## config.mk

```make
export PLATFORM = sky130hd
export DESIGN_NAME = biquad_tdf2_multichannel
export DESIGN_NICKNAME = d
export VERILOG_FILES = /design/src/rtl/bq_pkg.sv /design/src/rtl/biquad_tdf2_multichannel.sv /design/src/rtl/bq_ctrl.sv /design/src/rtl/bq_dp.sv
export SDC_FILE = /design/constraint.sdc
export NUM_CORES = 2
export LEC_CHECK = 0
export BUFFER_PORTS_ARGS = -buffer_cell sky130_fd_sc_hd__buf_2
export CAP_MARGIN = 30
export CORE_MARGIN = 2
export CORE_UTILIZATION = 50
export DETAILED_ROUTE_END_ITERATION = 6
export PLACE_DENSITY = 0.64
export SLEW_MARGIN = 20
export SYNTH_ARGS = -nofsm -noshare
export SYNTH_HDL_FRONTEND = slang
export SYNTH_SLANG_ARGS = --single-unit
export TNS_END_PERCENT = 10
```

## constraint.sdc

```tcl
create_clock -name clk -period 19.1 [get_ports clk]
set_input_delay 2.865 -clock clk [delete_from_list [all_inputs] [get_ports clk]]
set_output_delay 2.865 -clock clk [all_outputs]
set_load 0.005 [all_outputs]
```

## src/rtl/bq_pkg.sv

```systemverilog
`default_nettype none
// ----------------------------------------------------------------------------
// bq_pkg: shared types, constants and rounding functions
// Common definitions for the multichannel transposed direct form II biquad.
// ----------------------------------------------------------------------------
package bq_pkg;

    localparam int CHANNELS_DEFAULT = 8;
    localparam int CHAN_W   = 3;
    localparam int SAMPLE_W = 24;
    localparam int COEF_W   = 32;
    localparam int STATE_W  = 48;
    localparam int PROD_W   = COEF_W + SAMPLE_W;
    localparam int ACC_W    = 64;
    localparam int STATE_SHIFT = 14;
    localparam int Y_SHIFT     = 30;
    localparam int CFG_ADDR_W  = 3;

    localparam logic [COEF_W-1:0] COEF_B0_RESET = 32'h4000_0000;

    typedef enum logic [CFG_ADDR_W-1:0] {
        REG_B0 = 3'd0,
        REG_B1 = 3'd1,
        REG_B2 = 3'd2,
        REG_A1 = 3'd3,
        REG_A2 = 3'd4
    } reg_idx_t;

    typedef enum logic [3:0] {
        ST_IDLE,
        ST_MUL_B0,
        ST_SUM_Y,
        ST_ROUND_Y,
        ST_MUL_A1,
        ST_SUB_A1,
        ST_WR_ONE,
        ST_SUB_A2,
        ST_WR_TWO
    } state_t;

    typedef enum logic [2:0] {
        CSEL_B0,
        CSEL_B1,
        CSEL_B2,
        CSEL_A1,
        CSEL_A2
    } coef_sel_t;

    typedef enum logic [2:0] {
        ACC_HOLD,
        ACC_LOAD_S1,
        ACC_LOAD_S2,
        ACC_LOAD_P,
        ACC_SUB
    } acc_op_t;

    typedef struct packed {
        logic      in_load;
        logic      mul_en;
        coef_sel_t coef_sel;
        logic      use_y;
        acc_op_t   acc_op;
        logic      y_load;
        logic      wr_one;
        logic      wr_two;
        logic      out_load;
    } cmd_t;

    function automatic logic [SAMPLE_W:0] round_sat_y(input logic signed [ACC_W-1:0] acc);
        logic signed [ACC_W-1:0] t;
        logic signed [ACC_W-1:0] q;
        logic [SAMPLE_W:0]       r;
        t = acc + (64'sd1 <<< (Y_SHIFT - 1));
        q = t >>> Y_SHIFT;
        if (q > 64'sd8388607) begin
            r = {1'b1, 24'h7F_FFFF};
        end
        else if (q < -64'sd8388608) begin
            r = {1'b1, 24'h80_0000};
        end
        else begin
            r = {1'b0, q[SAMPLE_W-1:0]};
        end
        return r;
    endfunction

    function automatic logic [STATE_W-1:0] round_sat_state(input logic signed [ACC_W-1:0] acc);
        logic signed [ACC_W-1:0] t;
        logic signed [ACC_W-1:0] q;
        logic [STATE_W-1:0]      r;
        t = acc + (64'sd1 <<< (STATE_SHIFT - 1));
        q = t >>> STATE_SHIFT;
        if (q > 64'sd140737488355327) begin
            r = 48'h7FFF_FFFF_FFFF;
        end
        else if (q < -64'sd140737488355328) begin
            r = 48'h8000_0000_0000;
        end
        else begin
            r = q[STATE_W-1:0];
        end
        return r;
    endfunction

endpackage
`default_nettype wire

```

## src/rtl/biquad_tdf2_multichannel.sv

```systemverilog
// One sample is processed at a time, with the single shared 32 x 24
// multiplier forming all five products in turn with one accumulator; a new
// sample is accepted only when the sequencer has returned to idle.
// A new sample is taken while the previous result still waits at the output.
// Reset is asynchronous and active low; it loads b0 = 1.0 with the other
// coefficients at zero and clears the valid bits, so delay state reads as zero.
`default_nettype none
// ----------------------------------------------------------------------------
// biquad_tdf2_multichannel: multichannel transposed direct form II biquad
// Filters channel-tagged Q0.23 samples with Q2.30 coefficients, keeping a
// separate pair of delay states for each channel.
// ----------------------------------------------------------------------------
module biquad_tdf2_multichannel
    import bq_pkg::*;
#(
    parameter int CHANNELS = CHANNELS_DEFAULT
)
(
    input  wire logic                  clk,
    input  wire logic                  rst_n,
    input  wire logic                  cfg_we,
    input  wire logic [CFG_ADDR_W-1:0] cfg_addr,
    input  wire logic [COEF_W-1:0]     cfg_wdata,
    input  wire logic                  s_tvalid,
    output logic                       s_tready,
    input  wire logic [SAMPLE_W-1:0]   s_tdata,   // [23:0] sample_in
    input  wire logic [CHAN_W-1:0]     s_tuser,   // [2:0] chan
    output logic                       m_tvalid,
    input  wire logic                  m_tready,
    output logic [SAMPLE_W-1:0]        m_tdata,   // [23:0] sample_out
    output logic [3:0]                 m_tuser    // [2:0] chan_out, [3] clipped
);

    cmd_t                       cmd;
    logic [CHAN_W-1:0]          chan_out;
    logic signed [SAMPLE_W-1:0] sample_out;
    logic                       clipped;

    bq_ctrl u_ctrl (
        .clk      (clk),
        .rst_n    (rst_n),
        .s_tvalid (s_tvalid),
        .s_tready (s_tready),
        .m_tvalid (m_tvalid),
        .m_tready (m_tready),
        .cmd      (cmd)
    );

    bq_dp #(
        .CHANNELS (CHANNELS)
    ) u_dp (
        .clk        (clk),
        .rst_n      (rst_n),
        .cfg_we     (cfg_we),
        .cfg_addr   (cfg_addr),
        .cfg_wdata  (cfg_wdata),
        .cmd        (cmd),
        .chan       (s_tuser),
        .sample_in  ($signed(s_tdata)),
        .chan_out   (chan_out),
        .sample_out (sample_out),
        .clipped    (clipped)
    );

    assign m_tdata = sample_out;
    assign m_tuser = {clipped, chan_out};

`ifndef SYNTHESIS
    a_one_at_a_time: assert property (@(posedge clk) disable iff (!rst_n)
        (s_tvalid && s_tready) |=> !s_tready)
        else $error("Sample accepted while another is in progress.");

    a_busy_two: assert property (@(posedge clk) disable iff (!rst_n)
        (s_tvalid && s_tready) |-> ##2 !s_tready)
        else $error("Sequencer returned to idle too early.");

    a_result_from_work: assert property (@(posedge clk) disable iff (!rst_n)
        $rose(m_tvalid) |-> $past(!s_tready))
        else $error("Result appeared without a sample in progress.");

    a_no_write_idle: assert property (@(posedge clk) disable iff (!rst_n)
        s_tready |-> !(cmd.wr_one || cmd.wr_two || cmd.out_load))
        else $error("State written while the sequencer is idle.");
`endif

endmodule
`default_nettype wire

```

## src/rtl/bq_ctrl.sv

```systemverilog
`default_nettype none
// ----------------------------------------------------------------------------
// bq_ctrl: sequencer for one biquad sample
// Steps the shared multiplier and accumulator through the five products and
// owns the stream handshakes.
// ----------------------------------------------------------------------------
module bq_ctrl
    import bq_pkg::*;
(
    input  wire logic clk,
    input  wire logic rst_n,
    input  wire logic s_tvalid,
    output logic      s_tready,
    output logic      m_tvalid,
    input  wire logic m_tready,
    output cmd_t      cmd
);

    state_t state_reg, state_next;
    logic   out_valid_reg, out_valid_next;

    always_ff @(posedge clk or negedge rst_n)
    begin
        if (!rst_n)
        begin
            state_reg     <= ST_IDLE;
            out_valid_reg <= 1'b0;
        end
        else
        begin
            state_reg     <= state_next;
            out_valid_reg <= out_valid_next;
        end
    end

    always_comb
    begin
        state_next   = state_reg;
        s_tready     = 1'b0;
        cmd          = '0;
        cmd.coef_sel = CSEL_B0;
        cmd.acc_op   = ACC_HOLD;
        case (state_reg)
            ST_IDLE:
            begin
                s_tready    = 1'b1;
                cmd.in_load = s_tvalid;
                if (s_tvalid)
                begin
                    state_next = ST_MUL_B0;
                end
            end
            ST_MUL_B0:
            begin
                cmd.mul_en = 1'b1;
                state_next = ST_SUM_Y;
            end
            ST_SUM_Y:
            begin
                cmd.mul_en   = 1'b1;
                cmd.coef_sel = CSEL_B1;
                cmd.acc_op   = ACC_LOAD_S1;
                state_next   = ST_ROUND_Y;
            end
            ST_ROUND_Y:
            begin
                cmd.y_load = 1'b1;
                cmd.acc_op = ACC_LOAD_S2;
                state_next = ST_MUL_A1;
            end
            ST_MUL_A1:
            begin
                cmd.mul_en   = 1'b1;
                cmd.coef_sel = CSEL_A1;
                cmd.use_y    = 1'b1;
                state_next   = ST_SUB_A1;
            end
            ST_SUB_A1:
            begin
                cmd.mul_en   = 1'b1;
                cmd.coef_sel = CSEL_B2;
                cmd.acc_op   = ACC_SUB;
                state_next   = ST_WR_ONE;
            end
            ST_WR_ONE:
            begin
                cmd.wr_one   = 1'b1;
                cmd.mul_en   = 1'b1;
                cmd.coef_sel = CSEL_A2;
                cmd.use_y    = 1'b1;
                cmd.acc_op   = ACC_LOAD_P;
                state_next   = ST_SUB_A2;
            end
            ST_SUB_A2:
            begin
                cmd.acc_op = ACC_SUB;
                state_next = ST_WR_TWO;
            end
            ST_WR_TWO:
            begin
                if (!out_valid_reg || m_tready)
                begin
                    cmd.wr_two   = 1'b1;
                    cmd.out_load = 1'b1;
                    state_next   = ST_IDLE;
                end
            end
            default:
            begin
                state_next = ST_IDLE;
            end
        endcase
    end

    always_comb
    begin
        if (cmd.out_load)
        begin
            out_valid_next = 1'b1;
        end
        else if (m_tready)
        begin
            out_valid_next = 1'b0;
        end
        else
        begin
            out_valid_next = out_valid_reg;
        end
    end

    assign m_tvalid = out_valid_reg;

endmodule
`default_nettype wire

```

## src/rtl/bq_dp.sv

```systemverilog
`default_nettype none
// ----------------------------------------------------------------------------
// bq_dp: biquad datapath
// Coefficient registers, per-channel delay memories, one shared multiplier,
// the accumulator with rounding and saturation, and the result register.
// ----------------------------------------------------------------------------
module bq_dp
    import bq_pkg::*;
#(
    parameter int CHANNELS = CHANNELS_DEFAULT
)
(
    input  wire logic                       clk,
    input  wire logic                       rst_n,
    input  wire logic                       cfg_we,
    input  wire logic [CFG_ADDR_W-1:0]      cfg_addr,
    input  wire logic [COEF_W-1:0]          cfg_wdata,
    input  wire cmd_t                       cmd,
    input  wire logic [CHAN_W-1:0]          chan,
    input  wire logic signed [SAMPLE_W-1:0] sample_in,
    output logic [CHAN_W-1:0]               chan_out,
    output logic signed [SAMPLE_W-1:0]      sample_out,
    output logic                            clipped
);

    localparam int IDX_W = (CHANNELS > 1) ? $clog2(CHANNELS) : 1;

    logic signed [COEF_W-1:0] b0_reg, b1_reg, b2_reg, a1_reg, a2_reg;

    logic [STATE_W-1:0] one_mem [CHANNELS];
    logic [STATE_W-1:0] two_mem [CHANNELS];
    logic [CHANNELS-1:0] valid_reg;

    logic [CHAN_W-1:0]          chan_reg;
    logic [IDX_W-1:0]           idx_reg;
    logic                       ok_reg;
    logic signed [SAMPLE_W-1:0] x_reg;
    logic signed [SAMPLE_W-1:0] y_reg;
    logic                       clip_reg;
    logic [STATE_W-1:0]         one_rd_reg, two_rd_reg;
    logic                       rd_ok_reg;

    logic signed [PROD_W-1:0]   prod_reg;
    logic signed [ACC_W-1:0]    acc_reg, acc_next;

    logic signed [COEF_W-1:0]   mul_a;
    logic signed [SAMPLE_W-1:0] mul_b;
    logic [IDX_W-1:0]           in_idx;
    logic                       in_ok;
    logic signed [STATE_W-1:0]  s1, s2;
    logic signed [ACC_W-1:0]    prod_ext, s1_ext, s2_ext;
    logic [SAMPLE_W:0]          y_rs;

    always_ff @(posedge clk or negedge rst_n)
    begin
        if (!rst_n)
        begin
            b0_reg <= COEF_B0_RESET;
            b1_reg <= '0;
            b2_reg <= '0;
            a1_reg <= '0;
            a2_reg <= '0;
        end
        else if (cfg_we)
        begin
            case (cfg_addr)
                REG_B0:  b0_reg <= cfg_wdata;
                REG_B1:  b1_reg <= cfg_wdata;
                REG_B2:  b2_reg <= cfg_wdata;
                REG_A1:  a1_reg <= cfg_wdata;
                REG_A2:  a2_reg <= cfg_wdata;
                default: ;
            endcase
        end
    end

    assign in_idx = IDX_W'(chan);
    assign in_ok  = (32'(chan) < CHANNELS);

    always_ff @(posedge clk)
    begin
        if (cmd.in_load)
        begin
            chan_reg   <= chan;
            idx_reg    <= in_idx;
            ok_reg     <= in_ok;
            x_reg      <= sample_in;
            one_rd_reg <= one_mem[in_idx];
            two_rd_reg <= two_mem[in_idx];
            rd_ok_reg  <= in_ok && valid_reg[in_idx];
        end
    end

    always_ff @(posedge clk)
    begin
        if (cmd.wr_one && ok_reg)
        begin
            one_mem[idx_reg] <= round_sat_state(acc_reg);
        end
        if (cmd.wr_two && ok_reg)
        begin
            two_mem[idx_reg] <= round_sat_state(acc_reg);
        end
    end

    always_ff @(posedge clk or negedge rst_n)
    begin
        if (!rst_n)
        begin
            valid_reg <= '0;
        end
        else if (cmd.wr_two && ok_reg)
        begin
            valid_reg[idx_reg] <= 1'b1;
        end
    end

    always_comb
    begin
        case (cmd.coef_sel)
            CSEL_B0: mul_a = b0_reg;
            CSEL_B1: mul_a = b1_reg;
            CSEL_B2: mul_a = b2_reg;
            CSEL_A1: mul_a = a1_reg;
            CSEL_A2: mul_a = a2_reg;
            default: mul_a = '0;
        endcase
    end

    assign mul_b = cmd.use_y ? y_reg : x_reg;

    always_ff @(posedge clk)
    begin
        if (cmd.mul_en)
        begin
            prod_reg <= mul_a * mul_b;
        end
    end

    assign s1       = rd_ok_reg ? $signed(one_rd_reg) : '0;
    assign s2       = rd_ok_reg ? $signed(two_rd_reg) : '0;
    assign prod_ext = ACC_W'(prod_reg);
    assign s1_ext   = {{(ACC_W - STATE_W - STATE_SHIFT){s1[STATE_W-1]}}, s1,
                       {STATE_SHIFT{1'b0}}};
    assign s2_ext   = {{(ACC_W - STATE_W - STATE_SHIFT){s2[STATE_W-1]}}, s2,
                       {STATE_SHIFT{1'b0}}};

    always_comb
    begin
        case (cmd.acc_op)
            ACC_HOLD:    acc_next = acc_reg;
            ACC_LOAD_S1: acc_next = prod_ext + s1_ext;
            ACC_LOAD_S2: acc_next = prod_ext + s2_ext;
            ACC_LOAD_P:  acc_next = prod_ext;
            ACC_SUB:     acc_next = acc_reg - prod_ext;
            default:     acc_next = acc_reg;
        endcase
    end

    always_ff @(posedge clk)
    begin
        acc_reg <= acc_next;
    end

    assign y_rs = round_sat_y(acc_reg);

    always_ff @(posedge clk)
    begin
        if (cmd.y_load)
        begin
            y_reg    <= $signed(y_rs[SAMPLE_W-1:0]);
            clip_reg <= y_rs[SAMPLE_W];
        end
    end

    always_ff @(posedge clk)
    begin
        if (cmd.out_load)
        begin
            chan_out   <= chan_reg;
            sample_out <= y_reg;
            clipped    <= clip_reg;
        end
    end

endmodule
`default_nettype wire
```

==> results.py <==
metrics = {
    "floorplan": {
        "die_area_mm2": 0.1729,
        "initial_utilization": 0.5019,
        "die_w_um": 415.8,
        "die-height_um": 415.8,
        "floorplan.core_area_mm2": 0.1689,
        "fp-row-count": 151,
        "pin_count": 97,
    },
    "hold_path": {
        "min-delay-path-class": "flop to flop",
    },
    "placement": {
        "place.gp.congestion": 0.9708,
        "hpwl_um": 172200,
        "dp_cells": 9148,
        "placed_cell_area_mm2": 0.08806,
        "buffer_ports.inserted": 96,
    },
    "grt": {
        "grt.busiest_layer": "met2",
        "grtUsageMet2": 0.4479,
        "globalRouteMet3Util": 0.04480,
        "grt_max_degree": 99,
        "met1_usage": 0.3808,
        "global_route_wire_length_before_repair_um": 362200,
        "groute.usage.overall": 0.2799,
        "first_global_vias": 57340,
        "global_route.overflow_total": 0,
        "grt_antenna_before_repair": 7,
    },
    "sta": {
        "unrepaired_setup_endpoints_after_global_routing": "no",
        "tmin_final_ns": 10.86,
        "timing.final.hold_violations": 0,
        "totalNegativeSetupSlack_ns": 0,
        "clock-skew-final_ns": 0.05813,
        "final-max-slew-violation-count": 0,
        "fmax_mhz": 92.10,
        "worst_pin_slew_ns": 1.037,
        "slew_headroom": 0.2951,
        "min_period_over_period": 0.5685,
        "report.final.setup_viol": 0,
    },
    "clock_network": {
        "cts_max_path_buffers": 3,
        "post_cts.repair.setup_buffers": 0,
        "tritoncts_clock_tree": "done",
        "clock_sink_count": 1238,
        "cts.root.buffer_cell": "sky130_fd_sc_hd__clkbuf_16",
        "tritoncts.num_buffers": 132,
        "htree_num_levels": 4,
        "postCtsResizedCells": 0,
        "clock_insertion_delay_worst_skew_ns": 0.82,
        "clk_pin_slew_ns": 0.06,
        "post_cts_hold_buffer_count": 0,
    },
    "synthesis": {
        "postSynthRegisterBits": 1238,
        "yosys_most_used_dff": "sky130_fd_sc_hd__edfxtp_1",
        "yosysUniqueCellTypes": 98,
        "syn-instance-count": 7025,
        "mappedNetlistNets": 8189,
        "synth_seq_area_share": 0.4283,
        "synthArstFlopShare": 0.1397,
        "synth-edff-count": 1065,
        "post_synth.cell_area_avg_um2": 12.07,
        "syn-cell-area_mm2": 0.08478,
        "synthesis.yosys.warnings": 0,
    },
    "route": {
        "remaining_design_rule_violation_count": 0,
        "num_vias": 54860,
        "remaining_number_of_nets_flagged_by_the_antenna_check_after_routing": 0,
        "drtIter0Drc": 4754,
        "route.detailed.vias_per_inst": 5.827,
        "finalWirelength_um": 235900,
        "detail_route.first_pass.iterations": 6,
        "detail_route.wl_per_cell_um": 25.05,
    },
    "worst_setup_path": {
        "worst_ep_arrival_time_ns": 11.41,
        "timing.critical_path.slowest_cell_delay_ns": 0.80,
        "critical_path_required_ns": 19.65,
        "cp_max_fo": 46,
        "worstSetupStartpointType": "flop",
        "timing.critical_path.mode_cell": "sky130_fd_sc_hd__fa_1",
        "end_kind": "flop",
        "worstSetupPathType": "flop to flop",
        "crit_slowest_cell": "sky130_fd_sc_hd__and2_2",
    },
    "cells_and_area": {
        "fin_nets": 8253,
        "area_delta_synth_final_pct": 9.486,
        "layout-drive-gt1-share": 0.1413,
        "commonest_non_fill_non_tap_cell_in_the_layout": "sky130_fd_sc_hd__edfxtp_1",
        "post_route_non_filler_standard_cell_count": 9416,
        "filler_cell_count": 14150,
        "mostFrequentLayoutCells": "sky130_fd_sc_hd__edfxtp_1, sky130_fd_sc_hd__inv_1, sky130_fd_sc_hd__fa_1, sky130_fd_sc_hd__nand2_1, sky130_fd_sc_hd__nor2_1",
        "finalCoreUtilization": 0.5495,
        "post-route-cell-area_mm2": 0.09282,
    },
    "run_status": {
        "run_status": "finished, final reports clean",
    },
    "job": {
        "max_cap_viol_count": 0,
    },
}
[cell usage after synthesis, types with 11 or more instances]
| cell | instances | area [um^2] |
|---|---|---|
| sky130_fd_sc_hd__o31ai_1 | 15 | 112.6 |
| sky130_fd_sc_hd__o221ai_1 | 14 | 122.6 |
| sky130_fd_sc_hd__xnor2_1 | 164 | 1436 |
| sky130_fd_sc_hd__or3_1 | 13 | 81.33 |
| sky130_fd_sc_hd__a31oi_1 | 25 | 156.4 |
| sky130_fd_sc_hd__inv_1 | 966 | 3626 |
| sky130_fd_sc_hd__mux2_2 | 279 | 3142 |
| sky130_fd_sc_hd__nand2_1 | 769 | 2887 |
| sky130_fd_sc_hd__mux2i_1 | 31 | 310.3 |
| sky130_fd_sc_hd__o2111ai_1 | 11 | 96.34 |
| sky130_fd_sc_hd__mux4_2 | 194 | 4369 |
| sky130_fd_sc_hd__nand4_1 | 47 | 294.0 |
| sky130_fd_sc_hd__o21a_1 | 27 | 202.7 |
| sky130_fd_sc_hd__a222oi_1 | 48 | 480.5 |
| sky130_fd_sc_hd__a21o_1 | 110 | 825.8 |
| sky130_fd_sc_hd__a21oi_2 | 11 | 96.34 |
| sky130_fd_sc_hd__o21ai_0 | 201 | 1006 |
| sky130_fd_sc_hd__o21bai_1 | 25 | 187.7 |
| sky130_fd_sc_hd__a22oi_1 | 18 | 135.1 |
| sky130_fd_sc_hd__o21ai_1 | 24 | 120.1 |
| sky130_fd_sc_hd__and2_1 | 122 | 763.2 |
| sky130_fd_sc_hd__nor3b_1 | 15 | 112.6 |
| sky130_fd_sc_hd__a21oi_1 | 213 | 1066 |
| sky130_fd_sc_hd__and3_1 | 54 | 337.8 |
| sky130_fd_sc_hd__nand2b_1 | 34 | 212.7 |
| sky130_fd_sc_hd__fa_1 | 786 | 15740 |
| sky130_fd_sc_hd__a211oi_1 | 30 | 225.2 |
| sky130_fd_sc_hd__nor4_1 | 12 | 75.07 |
| sky130_fd_sc_hd__or2_2 | 19 | 118.9 |
| sky130_fd_sc_hd__nand3_1 | 94 | 470.5 |
| sky130_fd_sc_hd__nor3_1 | 58 | 290.3 |
| sky130_fd_sc_hd__ha_1 | 311 | 3891 |
| sky130_fd_sc_hd__nor2_1 | 437 | 1640 |
| sky130_fd_sc_hd__xor2_1 | 96 | 840.8 |
| sky130_fd_sc_hd__o211ai_1 | 31 | 232.7 |
| sky130_fd_sc_hd__edfxtp_1 | 1065 | 31980 |
| sky130_fd_sc_hd__nor2b_1 | 22 | 137.6 |
| sky130_fd_sc_hd__buf_1 | 29 | 108.9 |
| sky130_fd_sc_hd__buf_2 | 15 | 75.07 |
| sky130_fd_sc_hd__dfrtp_1 | 172 | 4304 |
| sky130_fd_sc_hd__clkbuf_1 | 260 | 975.9 |
[cells by family (layout without fill, tap and decap cells)]
family	Yosys count	in the layout	synth area share
simple gates	1739	1739	0.09263
buf+inv	1281	1452	0.05747
flops	1238	1238	0.4283
fa+ha+maj	1097	1097	0.2315
compound gates	901	901	0.07024
mux	508	508	0.09279
xor+xnor	261	261	0.02705
other cells	0	2	0
[metal layers]
metal	part of all wire	vias to the layer above
li1	-	24260
met1	0.41	28110
met4	0.047	2
met2	0.47	2083
met5	0.000047	-
met3	0.069	409
[path summary, 6_finish.rpt]
kind / cells past startpoint / slack (ns) / from / to
worst max-delay path: 29 / 8.24 / u_ctrl.state_reg[3] / u_dp.prod_reg[55]
worst min-delay path: 0 / 0.43 / u_dp.clip_reg / u_dp.clipped
worst max register to register: 29 / 8.24 / u_ctrl.state_reg[3] / u_dp.prod_reg[55]
worst min register to register: 0 / 0.43 / u_dp.clip_reg / u_dp.clipped
max in group asynchronous: 3 / 15.97 / rst_n / u_dp.b0_reg[30]
min in group asynchronous: 1 / 2.01 / rst_n / u_dp.b2_reg[7]
[layout make-up]
type,instances,area [um^2],area share
inverter,967,3630,0.03911
timing repair buffer,244,1764,0.01901
clock buffer,162,3456,0.03723
sequential,1238,36310,0.3912
antenna,2,5.005,0.00005392
tap,2218,2775,0.02990
multi-input combinational,4506,43880,0.4727
clock inverter,79,1001,0.01078
[through the flow]
step                      hold WS, ns  worst slack, ns
after global routing           0.4367            7.573
after CTS                      0.4227            8.183
after detailed placement       0.4101            8.203
final                          0.4293            8.242
after global placement         0.4059            8.167
after floorplan                0.4003            10.22
[worst max-delay path: cells and delay by family (launching register included)]
| kind | cells | cell delay [ns] |
|---|---|---|
| adder cells (fa/ha/maj) | 8 | 4.10 |
| AND/OR/NAND/NOR | 9 | 2.71 |
| AO/OA/AOI/OAI | 6 | 1.70 |
| buffers and inverters | 5 | 1.42 |
| flip-flops | 1 | 0.52 |
| XOR/XNOR | 1 | 0.13 |
Power is left out: the tool's default activity adds up to more than one toggle a clock period on the data nets, which glitch-free logic cannot reach.
